### src/hdl/mwo_pkg.sv
// package for the multi-waveform phase oscillator
// holds codes, sequencer states, the shared multiplier request and the lfsr step
// no dependencies
`timescale 1ns / 1ps

package mwo_pkg;

   localparam int MUL_W       = 32;
   localparam int PROD_W      = 2 * MUL_W;
   localparam int FIELD_W     = 16;
   localparam int WAVE_W      = 17;
   localparam int GAIN_W      = 18;
   localparam int CSR_INDEX_W = 2;
   localparam int CSR_DATA_W  = 16;
   localparam int WAVEFORM_W  = 3;
   localparam int INCREMENT_W = 15;
   localparam int FM_UNITS_PER_RAD = 10430;

   localparam logic [31:0] LFSR_MASK = 32'h8020_0003;
   localparam logic [31:0] LFSR_SEED = 32'h0000_0001;

   localparam logic signed [WAVE_W-1:0] W_PLUS_ONE  = 17'sd32768;
   localparam logic signed [WAVE_W-1:0] W_MINUS_ONE = -17'sd32768;

   localparam logic [CSR_INDEX_W-1:0] CSR_WAVEFORM  = 2'd0;
   localparam logic [CSR_INDEX_W-1:0] CSR_INCREMENT = 2'd1;

   typedef enum logic [WAVEFORM_W-1:0] {
      WAVE_RAMP     = 3'd0,
      WAVE_SAW      = 3'd1,
      WAVE_SQUARE   = 3'd2,
      WAVE_TRIANGLE = 3'd3,
      WAVE_NOISE    = 3'd4,
      WAVE_STEP     = 3'd5
   } wave_type;

   typedef enum logic [2:0] {
      ST_IDLE,
      ST_AM,
      ST_FM,
      ST_SCALE,
      ST_OUT,
      ST_DRAW,
      ST_SAT
   } state_type;

   typedef struct packed {
      logic                     enable;
      logic signed [MUL_W-1:0]  op_a;
      logic signed [MUL_W-1:0]  op_b;
   } mul_req_type;

   // galois lfsr, shifting right
   function automatic logic [31:0] lfsr_step(input logic [31:0] v);
      logic [31:0] s;
      s = {1'b0, v[31:1]};
      if (v[0]) begin
         s = s ^ LFSR_MASK;
      end
      return s;
   endfunction

endpackage

### src/hdl/mwo_mul.sv
// shared signed multiplier with registered product
// depends on mwo_pkg for operand widths and the request struct
`timescale 1ns / 1ps

module mwo_mul (
   input  logic                               clock,
   input  mwo_pkg::mul_req_type               mul_req,
   output logic signed [mwo_pkg::PROD_W-1:0]  product
);

   logic signed [mwo_pkg::PROD_W-1:0] product_ff;

   always_ff @(posedge clock) begin
      if (mul_req.enable) begin
         product_ff <= mul_req.op_a * mul_req.op_b;
      end
   end

   assign product = product_ff;

endmodule

### src/hdl/mwo_shape.sv
// waveform shaper: forms the q1.15 waveform value from phase or noise
// depends on mwo_pkg for codes and constants
`timescale 1ns / 1ps

module mwo_shape #(
   parameter int PHASE_BITS = 16
) (
   input  logic [PHASE_BITS-1:0]               phase,
   input  logic [mwo_pkg::WAVEFORM_W-1:0]      waveform,
   input  logic [mwo_pkg::FIELD_W-1:0]         noise,
   input  logic [mwo_pkg::FIELD_W-1:0]         held,
   output logic signed [mwo_pkg::WAVE_W-1:0]   wave
);

   logic signed [mwo_pkg::FIELD_W-1:0] ph;
   logic [mwo_pkg::WAVE_W-1:0]         ph_abs;
   logic [mwo_pkg::WAVE_W:0]           tri_val;
   logic                               ph_positive;

   // top sixteen bits of phase, floor, or padded up for short accumulators
   generate
      if (PHASE_BITS >= mwo_pkg::FIELD_W) begin : g_top
         assign ph = phase[PHASE_BITS-1 -: mwo_pkg::FIELD_W];
      end else begin : g_pad
         assign ph = {phase, {(mwo_pkg::FIELD_W-PHASE_BITS){1'b0}}};
      end
   endgenerate

   assign ph_positive = !phase[PHASE_BITS-1] && (|phase);

   always_comb begin
      ph_abs  = ph[mwo_pkg::FIELD_W-1] ? (~{1'b1, ph} + mwo_pkg::WAVE_W'(1)) : {1'b0, ph};
      tri_val = {ph_abs, 1'b0} - {1'b0, mwo_pkg::W_PLUS_ONE};
      unique case (waveform)
         mwo_pkg::WAVE_RAMP:     wave = {ph[mwo_pkg::FIELD_W-1], ph};
         mwo_pkg::WAVE_SAW:      wave = -{ph[mwo_pkg::FIELD_W-1], ph};
         mwo_pkg::WAVE_SQUARE:   wave = ph_positive ? mwo_pkg::W_MINUS_ONE
                                                    : mwo_pkg::W_PLUS_ONE;
         mwo_pkg::WAVE_TRIANGLE: wave = tri_val[mwo_pkg::WAVE_W-1:0];
         mwo_pkg::WAVE_NOISE:    wave = {noise[mwo_pkg::FIELD_W-1], noise};
         mwo_pkg::WAVE_STEP:     wave = {held[mwo_pkg::FIELD_W-1], held};
         default:                wave = '0;
      endcase
   end

endmodule

### src/hdl/multi_waveform_phase_oscillator.sv
// Multi-waveform phase oscillator: one request is one sample tick and gives one
// saturated sample in the selected waveform (ramp, saw, square, triangle,
// noise or random step). A single shared 32x32 multiplier forms, in turn, the
// am product, the fm product, the fm product times the radian scale, and the
// waveform times the gain; a request passes the states AM, FM, SCALE, OUT, DRAW
// and SAT before the next is taken, with one more draw per phase wrap in random
// step mode (at most one wrap for PHASE_BITS of 16 or more). A finished sample
// waits in the output register; the next request may start meanwhile and only
// its final stage waits for the slot. Configuration writes are always taken
// and are meant for idle periods. No clearing pass is needed after reset.
// depends on mwo_pkg, mwo_mul and mwo_shape
`timescale 1ns / 1ps

module multi_waveform_phase_oscillator #(
   parameter int PHASE_BITS  = 16,
   parameter int SAMPLE_BITS = 16
) (
   input  logic                                   clock,
   input  logic                                   reset,
   input  logic                                   req_valid,
   output logic                                   req_stall,
   input  logic signed [mwo_pkg::FIELD_W-1:0]     req_amp_level,
   input  logic signed [mwo_pkg::FIELD_W-1:0]     req_am_source,
   input  logic signed [mwo_pkg::FIELD_W-1:0]     req_am_depth,
   input  logic signed [mwo_pkg::FIELD_W-1:0]     req_fm_source,
   input  logic signed [mwo_pkg::FIELD_W-1:0]     req_fm_depth,
   output logic                                   rsp_valid,
   input  logic                                   rsp_stall,
   output logic signed [SAMPLE_BITS-1:0]          rsp_sample,
   input  logic                                   csr_valid,
   output logic                                   csr_ready,
   input  logic [mwo_pkg::CSR_INDEX_W-1:0]        csr_index,
   input  logic [mwo_pkg::CSR_DATA_W-1:0]         csr_data
);

   localparam int SUM_W  = 34;
   localparam int WRAP_W = SUM_W - PHASE_BITS;
   localparam int SHIFT  = 31 - SAMPLE_BITS;
   localparam longint unsigned SCALE =
      (64'(mwo_pkg::FM_UNITS_PER_RAD) << PHASE_BITS) >> 16;
   localparam logic signed [mwo_pkg::PROD_W-1:0] MAXV =
      (64'sd1 <<< (SAMPLE_BITS - 1)) - 64'sd1;
   localparam logic signed [mwo_pkg::PROD_W-1:0] MINV = -MAXV - 64'sd1;
   localparam logic [PHASE_BITS-1:0] PHASE_MSB = {1'b1, {(PHASE_BITS-1){1'b0}}};

   mwo_pkg::state_type state_ff, state_in;

   logic [mwo_pkg::WAVEFORM_W-1:0]          wave_ff;
   logic [mwo_pkg::INCREMENT_W-1:0]         inc_ff;
   logic [PHASE_BITS-1:0]                   phase_ff, phase_in;
   logic [31:0]                             noise_ff, noise_in;
   logic [mwo_pkg::FIELD_W-1:0]             held_ff, held_in;
   logic [WRAP_W-1:0]                       wraps_ff, wraps_in;

   logic signed [mwo_pkg::FIELD_W-1:0]      amp_ff, am_ff, aa_ff, fm_ff, fa_ff;
   logic signed [mwo_pkg::WAVE_W-1:0]       w_ff, w_in;
   logic signed [mwo_pkg::GAIN_W-1:0]       gain_ff, gain_in;
   logic                                    rsp_valid_ff, rsp_valid_in;
   logic signed [SAMPLE_BITS-1:0]           sample_ff, sample_in;

   mwo_pkg::mul_req_type                    mul_req;
   logic signed [mwo_pkg::PROD_W-1:0]       product;

   logic                                    accept;
   logic                                    slot_free;
   logic [31:0]                             noise_next;
   logic signed [31:0]                      prod_lo;
   logic [31:0]                             prod_mag;
   logic [31:0]                             step;
   logic [SUM_W-1:0]                        sum;
   logic signed [mwo_pkg::PROD_W-1:0]       shifted;
   logic                                    advances;

   assign accept     = req_valid && !req_stall;
   assign req_stall  = (state_ff != mwo_pkg::ST_IDLE);
   assign csr_ready  = 1'b1;
   assign slot_free  = !rsp_valid_ff || !rsp_stall;
   assign noise_next = mwo_pkg::lfsr_step(noise_ff);
   assign rsp_valid  = rsp_valid_ff;
   assign rsp_sample = sample_ff;

   mwo_shape #(
      .PHASE_BITS (PHASE_BITS)
   ) u_shape (
      .phase    (phase_ff),
      .waveform (wave_ff),
      .noise    (noise_next[mwo_pkg::FIELD_W-1:0]),
      .held     (held_ff),
      .wave     (w_in)
   );

   mwo_mul u_mul (
      .clock   (clock),
      .mul_req (mul_req),
      .product (product)
   );

   // magnitude of the previous product, at most 2^30
   assign prod_lo  = product[31:0];
   assign prod_mag = prod_lo[31] ? 32'(-prod_lo) : 32'(prod_lo);
   assign step     = 32'(inc_ff) + product[61:30];
   assign sum      = SUM_W'({1'b0, phase_ff ^ PHASE_MSB}) + SUM_W'(step);
   assign shifted  = product >>> SHIFT;
   assign advances = (wave_ff <= 3'(mwo_pkg::WAVE_TRIANGLE)) ||
                     (wave_ff == 3'(mwo_pkg::WAVE_STEP));

   always_ff @(posedge clock) begin
      if (reset) begin
         state_ff     <= mwo_pkg::ST_IDLE;
         rsp_valid_ff <= 1'b0;
         wave_ff      <= '0;
         inc_ff       <= '0;
         phase_ff     <= '0;
         noise_ff     <= mwo_pkg::LFSR_SEED;
         held_ff      <= '0;
      end else begin
         state_ff     <= state_in;
         rsp_valid_ff <= rsp_valid_in;
         phase_ff     <= phase_in;
         noise_ff     <= noise_in;
         held_ff      <= held_in;
         if (csr_valid && csr_ready) begin
            if (csr_index == mwo_pkg::CSR_WAVEFORM) begin
               wave_ff <= csr_data[mwo_pkg::WAVEFORM_W-1:0];
            end else if (csr_index == mwo_pkg::CSR_INCREMENT) begin
               inc_ff <= csr_data[mwo_pkg::INCREMENT_W-1:0];
            end
         end
      end
   end

   always_ff @(posedge clock) begin
      if (accept) begin
         amp_ff <= req_amp_level;
         am_ff  <= req_am_source;
         aa_ff  <= req_am_depth;
         fm_ff  <= req_fm_source;
         fa_ff  <= req_fm_depth;
         w_ff   <= w_in;
      end
      gain_ff   <= gain_in;
      wraps_ff  <= wraps_in;
      sample_ff <= sample_in;
   end

   always_comb begin
      state_in     = state_ff;
      phase_in     = phase_ff;
      noise_in     = noise_ff;
      held_in      = held_ff;
      gain_in      = gain_ff;
      wraps_in     = wraps_ff;
      sample_in    = sample_ff;
      rsp_valid_in = rsp_valid_ff && rsp_stall;
      mul_req      = '{enable: 1'b0, op_a: '0, op_b: '0};
      unique case (state_ff)
         mwo_pkg::ST_IDLE: begin
            if (accept) begin
               state_in = mwo_pkg::ST_AM;
               // noise draws before the sample is formed
               if (wave_ff == 3'(mwo_pkg::WAVE_NOISE)) begin
                  noise_in = noise_next;
               end
            end
         end
         mwo_pkg::ST_AM: begin
            mul_req  = '{enable: 1'b1, op_a: 32'(am_ff), op_b: 32'(aa_ff)};
            state_in = mwo_pkg::ST_FM;
         end
         mwo_pkg::ST_FM: begin
            gain_in  = mwo_pkg::GAIN_W'(amp_ff) +
                       mwo_pkg::GAIN_W'(prod_mag[30:15]);
            mul_req  = '{enable: 1'b1, op_a: 32'(fm_ff), op_b: 32'(fa_ff)};
            state_in = mwo_pkg::ST_SCALE;
         end
         mwo_pkg::ST_SCALE: begin
            mul_req  = '{enable: 1'b1, op_a: signed'({1'b0, prod_mag[30:0]}),
                         op_b: signed'({1'b0, SCALE[30:0]})};
            state_in = mwo_pkg::ST_OUT;
         end
         mwo_pkg::ST_OUT: begin
            wraps_in = '0;
            if (advances) begin
               phase_in = sum[PHASE_BITS-1:0] ^ PHASE_MSB;
               if (wave_ff == 3'(mwo_pkg::WAVE_STEP)) begin
                  wraps_in = sum[SUM_W-1:PHASE_BITS];
               end
            end
            mul_req  = '{enable: 1'b1, op_a: 32'(w_ff), op_b: 32'(gain_ff)};
            state_in = mwo_pkg::ST_DRAW;
         end
         mwo_pkg::ST_DRAW: begin
            // one draw per wrap, the last one is kept
            if (wraps_ff != '0) begin
               noise_in = noise_next;
               held_in  = noise_next[mwo_pkg::FIELD_W-1:0];
               wraps_in = wraps_ff - WRAP_W'(1);
            end else begin
               state_in = mwo_pkg::ST_SAT;
            end
         end
         mwo_pkg::ST_SAT: begin
            if (slot_free) begin
               rsp_valid_in = 1'b1;
               if (shifted > MAXV) begin
                  sample_in = MAXV[SAMPLE_BITS-1:0];
               end else if (shifted < MINV) begin
                  sample_in = MINV[SAMPLE_BITS-1:0];
               end else begin
                  sample_in = shifted[SAMPLE_BITS-1:0];
               end
               state_in = mwo_pkg::ST_IDLE;
            end
         end
         default: begin
            state_in = mwo_pkg::ST_IDLE;
         end
      endcase
   end

`ifndef SYNTHESIS
   a_accept_starts: assert property (@(posedge clock) disable iff (reset)
      accept |=> (state_ff == mwo_pkg::ST_AM))
      else $error("accepted request did not start the sequencer");

   a_noise_holds_phase: assert property (@(posedge clock) disable iff (reset)
      (state_ff == mwo_pkg::ST_OUT && wave_ff == 3'(mwo_pkg::WAVE_NOISE))
      |=> $stable(phase_ff))
      else $error("phase moved in noise mode");

   a_result_loaded: assert property (@(posedge clock) disable iff (reset)
      (state_ff == mwo_pkg::ST_SAT && slot_free) |=> rsp_valid_ff)
      else $error("finished sample not presented");

   a_undefined_zero: assert property (@(posedge clock) disable iff (reset)
      (state_ff == mwo_pkg::ST_SAT && slot_free &&
       wave_ff > 3'(mwo_pkg::WAVE_STEP)) |=> (sample_ff == '0))
      else $error("undefined waveform gave a nonzero sample");

   a_lfsr_live: assert property (@(posedge clock) disable iff (reset)
      noise_ff != '0)
      else $error("noise register reached the all-zero lock");
`endif

endmodule

### config.mk
export PLATFORM = sky130hd
export DESIGN_NAME = multi_waveform_phase_oscillator
export DESIGN_NICKNAME = d
export VERILOG_FILES = /design/src/hdl/mwo_pkg.sv /design/src/hdl/mwo_mul.sv /design/src/hdl/mwo_shape.sv /design/src/hdl/multi_waveform_phase_oscillator.sv
export SDC_FILE = /design/constraint.sdc
export NUM_CORES = 2
export LEC_CHECK = 0
export ABC_AREA = 1
export BUFFER_PORTS_ARGS = -buffer_cell sky130_fd_sc_hd__buf_2
export CAP_MARGIN = 10
export CORE_MARGIN = 2
export CORE_UTILIZATION = 35
export DETAILED_ROUTE_END_ITERATION = 6
export GPL_TIMING_DRIVEN = 0
export PLACE_DENSITY = 0.58
export SETUP_SLACK_MARGIN = 0.15
export SLEW_MARGIN = 10
export SYNTH_ARGS = -nofsm -noshare
export SYNTH_HDL_FRONTEND = slang
export SYNTH_SLANG_ARGS = --single-unit
### constraint.sdc
create_clock -name clock -period 24 [get_ports clock]
set_input_delay 0 -clock clock [delete_from_list [all_inputs] [get_ports clock]]
set_output_delay 0 -clock clock [all_outputs]
set_load 0.02 [all_outputs]
Word level (Yosys, flattened, before mapping)
Index checks and enable logic that the tools add are counted.

cells by class
  $add $sub $neg = 8
  multiply operators = 1
  div/mod/pow operators = 0
  magnitude comparators = 3
  equal/unequal tests = 17
  shifts and indexed selects = 0
  muxes and demuxes = 21
  bitwise gates (word level) = 5
  reduce and logical (&&, ||, !) cells = 25

operators with widths
  operator                                                                         count
  65-bit case mux with 4 select lines                                              1
  32-bit two-way mux                                                               4
  17-bit case mux with 6 select lines                                              1
  32-bit by 32-bit multiplier with 64-bit output                                   1
  32-bit case mux with 2 select lines                                              1
  17-bit two-way mux                                                               3
  49-bit by 16-bit > comparator with 1-bit output (second input constant)          1
  49-bit by 16-bit less-than comparator with 1-bit output (second input constant)  1
  18-bit case mux with 2 select lines                                              1
  16-bit by 32-bit adder with 33-bit output                                        1
  15-bit by 32-bit adder with 32-bit output                                        1
  16-bit two-way mux                                                               2
  31-bit two-way mux                                                               1
  31-bit negator                                                                   1
  3-bit case mux with 7 select lines                                               1
  16-bit by 17-bit adder with 18-bit output                                        1
  18-bit two-way mux                                                               1
  18-bit nonzero test                                                              1
  18-bit by 1-bit subtractor with 18-bit output (second input constant)            1
  17-bit negator                                                                   1
  17-bit by 16-bit subtractor with 17-bit output (second input constant)           1
  16-bit by 1-bit adder with 16-bit output (second input constant)                 1
  16-bit NOT                                                                       1
  16-bit OR reduction                                                              1
  other kinds (20)                                                                 50

word-level totals
  register bits after elaboration = 299
  bits in latches = 0
  memory bits (writable) = 0
  ROM bits = 0
  output and inout bits = 19
  logic and storage cells = 97
  memories = 0

Depth between registers and ports, before layout
  word-level depth = 5
  mapped depth = 43
  gate-level depth less buffers = 43

Hierarchy
A second synthesis with hierarchy kept.

second synthesis, totals
  cells, all modules = 7,196
  area total of the unflattened synthesis = 56,125.1 um^2

modules (own cells, without submodules)
  module                           times used  cells each  area an instance (um^2)  sequential area each (um^2)
  mwo_mul                          1           5,189       41,055.6                 1,921.8
  multi_waveform_phase_oscillator  1           1,787       13,797.0                 6,195.9
  mwo_shape                        1           220         1,272.5                  0.0

Least setup slack after synthesis
No wires, ideal clock.

  path type = register to register
  start = register state_ff[2]
  end = register u_mul.product_ff, in the netlist u_mul.product[63] (data pin)
  arrival time = 8.239 ns
  required time = 23.748 ns
  path slack = 15.509 ns
  stages on the path, launching flop included = 35
  path buffers = 3
  cell sequence = dfxtp_1 nor2_1 nand2_1 inv_2 buf_4 buf_2 nand2_1 nand3_1 buf_2 nand2_1 inv_1 fa_1 inv_1 fa_1 inv_1 fa_1 inv_1 fa_1 inv_1 fa_1 inv_1 fa_1 fa_1 inv_1 fa_1 ha_1 a21oi_1 nor3_1 a211oi_1 nand3_1 o21bai_1 a21oi_1 inv_1 nand2_1 nand2_1

on the way
  word-level cells in the longest chain between the ends = 3

ends and longest elaborated chain
  item                                                line                                    text
  start: declaration                                  multi_waveform_phase_oscillator.sv:46   mwo_pkg::state_type state_ff, state_in;
  start signal: assignment                            multi_waveform_phase_oscillator.sv:109  state_ff <= mwo_pkg::ST_IDLE;
  start signal: assignment                            multi_waveform_phase_oscillator.sv:117  state_ff <= state_in;
  3-bit == test, or another cell as far along         multi_waveform_phase_oscillator.sv:156  unique case (state_ff)
  65-bit case mux with 4 select lines (*)             multi_waveform_phase_oscillator.sv:156
  32-bit by 32-bit multiplier with 64-bit output (*)  mwo_mul.sv:15                           product_ff <= mul_req.op_a * mul_req.op_b;
  end signal: assignment                              mwo_mul.sv:15
  end: declaration                                    mwo_mul.sv:11                           logic signed [mwo_pkg::PROD_W-1:0] product_ff;

Every way passes the cells marked *; elsewhere a longest branch is shown, timed or not.
A chain may end at the register's enable or synchronous reset.

Final worst setup path
  start = register u_mul.product_ff, in the netlist u_mul.product[1]
  end = register u_mul.product_ff, in the netlist u_mul.product[50] (data pin)

on the way
  word-level cells in the longest chain between the ends = 4

ends and longest elaborated chain
  item                                                line                                    text
  31-bit negator                                      multi_waveform_phase_oscillator.sv:100  assign prod_mag = prod_lo[31] ? 32'(-prod_lo) : 32'(prod_lo);
  31-bit two-way mux (*)                              multi_waveform_phase_oscillator.sv:100
  65-bit case mux with 4 select lines (*)             multi_waveform_phase_oscillator.sv:156
  32-bit by 32-bit multiplier with 64-bit output (*)  mwo_mul.sv:15

Marks and branches as above.

==> results.sh <==
export IMPL_wirelength_um=152900
export IMPL_cp_end_kind="flop"
export IMPL_floorplan_rows=135
export IMPL_path_max_fanout=9
export IMPL_grt_pass1_wl_um=232700
export IMPL_synth_top_family_by_area="adder cells"
export IMPL_final_max_slew_viol_count=0
export IMPL_worstSetupStartpointType="flop"
export IMPL_synth_cells=5392
export IMPL_min_period_over_period_pct=45.29
export IMPL_worstMarginPinSlew_ns=1.255
export IMPL_maxSlewHeadroom_pct=16.01
export IMPL_synth_edf_count=213
export IMPL_grt_pass1_vias=37700
export IMPL_dieArea_mm2=0.1384
export IMPL_yosys_area_top_type="fa_1"
export IMPL_initial_utilization_pct=35.12
export IMPL_hold_slack_ns=0.1154
export IMPL_gp_routability_congestion=0.9559
export IMPL_numCtsBuffers=30
export IMPL_layout_drive_gt1_share_pct=6.021
export IMPL_fp_coreArea_mm2=0.1350
export IMPL_antenna_found_initial=1
export IMPL_root_buffer="clkbuf_16"
export IMPL_cts_hold_buf=105
export IMPL_syn_area_mm2=0.04740
export IMPL_hold_class="in2reg"
export IMPL_clock_fmax_ghz=0.09199
export IMPL_synth_compound_area_share_pct=7.021
export IMPL_hold_viol_final=0
export IMPL_holdPathStages=2
export IMPL_drc=0
export IMPL_yosysWarnings=0
export IMPL_post_synth_and_or_nand_nor_area_fraction_pct=14.82
export IMPL_worstHoldStart="req_am_source[11]"
export IMPL_viasPerCell=4.933
export IMPL_synthMuxAreaShare_pct=0
export IMPL_skew_ns=0.01233
export IMPL_yosysTopAreaCellShare_pct=39.62
export IMPL_ys_seq_elements=299
export IMPL_setup_viol=0
export IMPL_die_h_um=372.0
export IMPL_synth_cell_types=65
export IMPL_grt_max_degree=54
export IMPL_synth_fa_ha_area_share_pct=45.95
export IMPL_slowest_stage="clkinv_1"
export IMPL_r2r_start="u_mul.product[1]"
export IMPL_min_period_ns=10.87
export IMPL_n_antenna_cell=0
export IMPL_path_clk_slew_ns=0.07
export IMPL_syn_area_per_cell_um2=8.791
export IMPL_fp_dieW_um=372.0
export IMPL_fin_util_pct=38.88
export IMPL_io_buffers=118
export IMPL_clk_path_buf_depth=3
export IMPL_clock_latency_ns=0.59
export IMPL_antenna_left=0
export IMPL_fin_setup_tns_ns=0
export IMPL_dpl_hpwl_um=132000
export IMPL_clock_sinks=299
export IMPL_synth_area_leaders="fa_1, edfxtp_1, inv_1"
export IMPL_dr_pass1_iters=5
export IMPL_syn_to_final_growth_pct=10.69
export IMPL_cp_arrival_ns=11.19
export IMPL_max_stage_delay_ns=0.72
export IMPL_path_class="reg2reg"
export IMPL_cts_resized=0
export IMPL_post_cts_buffers=0
export IMPL_n_fill_cell=13650
export IMPL_min_to="am_ff[11]"
export IMPL_required_ns=24.32
export IMPL_cts_tree="built"
export IMPL_vias=36800
export IMPL_status="finished, final reports clean"
export IMPL_drt_iter0_markers=3020
export IMPL_rsz0062_at_grt="no"
export IMPL_wl_per_cell_um=20.49
export IMPL_r2r_end="u_mul.product[50]"
export IMPL_synth_ff_type="edfxtp_1"
export IMPL_boundaryPins=122
export IMPL_track_usage_pct=22.42
export IMPL_ys_seq_area_share_pct=17.13
export IMPL_reg2regPathDepth=34
export IMPL_rrSetupSlack_ns=13.13
export IMPL_nets=6937
export IMPL_htree_num_levels=1
export IMPL_async_flop_share_pct=0
export IMPL_grt_overflow=0
export IMPL_yosys_area_share_xor_xnor_pct=2.729
export IMPL_drv_cap=0
-- critical path: cells and delay by family, from the launching register on --
family	cells	cell delay [ns]
AO/OA/AOI/OAI	2	0.62
XOR/XNOR	1	0.13
adder cells (fa/ha/maj)	10	4.98
buffers and inverters	9	1.37
flip-flops	1	0.39
AND/OR/NAND/NOR	12	3.09
-- worst max path at each step --
stage / start / slack, ns / endpoint
3_3_place_gp: state_ff[2] / 12.57 / u_mul.product[63]
3_5_place_dp: state_ff[2] / 13.15 / u_mul.product[63]
5_1_grt: state_ff[2] / 12.48 / u_mul.product[63]
2_1_floorplan: state_ff[2] / 15.51 / u_mul.product[63]
4_1_cts: state_ff[2] / 13.10 / u_mul.product[63]
6_report: u_mul.product[1] / 13.13 / u_mul.product[50]
-- state kept, by name (all words and copies together), names as in the netlist --
register	count
u_mul.product	64
noise_ff	32
gain_ff	18
wraps_ff	18
w_ff	17
aa_ff	16
am_ff	16
amp_ff	16
fa_ff	16
fm_ff	16
held_ff	16
phase_ff	16
rsp_sample	16
inc_ff	15
state_ff	3
wave_ff	3
rsp_valid	1
-- synthesized netlist by cell type, types with 10 or more instances --
library cell / n
inv_1: 1367
clkbuf_1: 60
clkinv_1: 13
nor3_1: 24
a21o_1: 19
a22o_1: 16
nand2_1: 871
nor4_1: 21
buf_1: 13
edfxtp_1: 213
ha_1: 240
nor2_1: 476
nor2_4: 11
a221oi_1: 10
inv_2: 20
nand4_1: 44
fa_1: 938
o211ai_1: 19
nand2_2: 23
a21oi_1: 245
o21ai_0: 162
xnor2_1: 38
dfxtp_1: 86
xor2_1: 106
o21bai_1: 13
nand3_1: 151
a31oi_1: 22
buf_2: 50
-- cell type report --
type                       count  area (um2)  share of cell area (%)
buffer                       130       580.6                   1.106
clock buffer                  46       924.6                   1.762
clock inverter                10       91.34                  0.1741
inverter                    1402        5268                   10.04
multi-input combinational   3562       33480                   63.80
sequential                   299        8118                   15.47
tap                         1781        2228                   4.247
timing repair buffer         231        1783                   3.398
-- layer usage --
| metal | global-route usage, % | routed length, um |
|---|---|---|
| met1 | 31.49 | 66670 |
| met4 | 7.002 | 5686 |
| met3 | 2.971 | 9780 |
| met5 | 0 | 0 |
| met2 | 35.89 | 70720 |
-- per-stage QoR --
stage | area (um2) | setup slack [ns] | instances
finish | 52470 | 13.13 | 7461
floorplan | 47400 | 15.51 | 5393
global route | 52470 | 12.48 | 7461
global placement | 50220 | 12.57 | 7292
CTS | 52470 | 13.10 | 7461
detailed placement | 50400 | 13.15 | 7300
-- placed cells by master, fill, tap and decap left out, drive strengths merged, types with 6 or more instances in the layout --
cell / count
a21o: 19
nand2: 901
a211oi: 7
inv: 1390
a21oi: 252
ha: 240
dfxtp: 86
nand4: 45
clkinv: 18
o221ai: 7
o21ai: 169
a22o: 16
nand3b: 7
and3: 6
a31oi: 22
buf: 195
clkbuf: 107
nor2: 495
o21bai: 13
o22ai: 6
nor3: 29
xnor2: 38
nand3: 158
a221oi: 15
dlygate4sd3: 105
edfxtp: 213
xor2: 108
nor4: 21
o211ai: 19
fa: 938
-- cells by family (layout without fill, tap and decap cells) --
logic type | count (synthesis) | after routing
AO/OA/AOI/OAI | 568 | 568
XOR/XNOR | 146 | 146
adder cells (fa/ha/maj) | 1178 | 1178
buffers and inverters | 1532 | 1819
flip-flops | 299 | 299
other | 2 | 3
AND/OR/NAND/NOR | 1667 | 1667
Power is left out: the tool's default activity adds up to more than one toggle a clock period on the data nets, which glitch-free logic cannot reach.
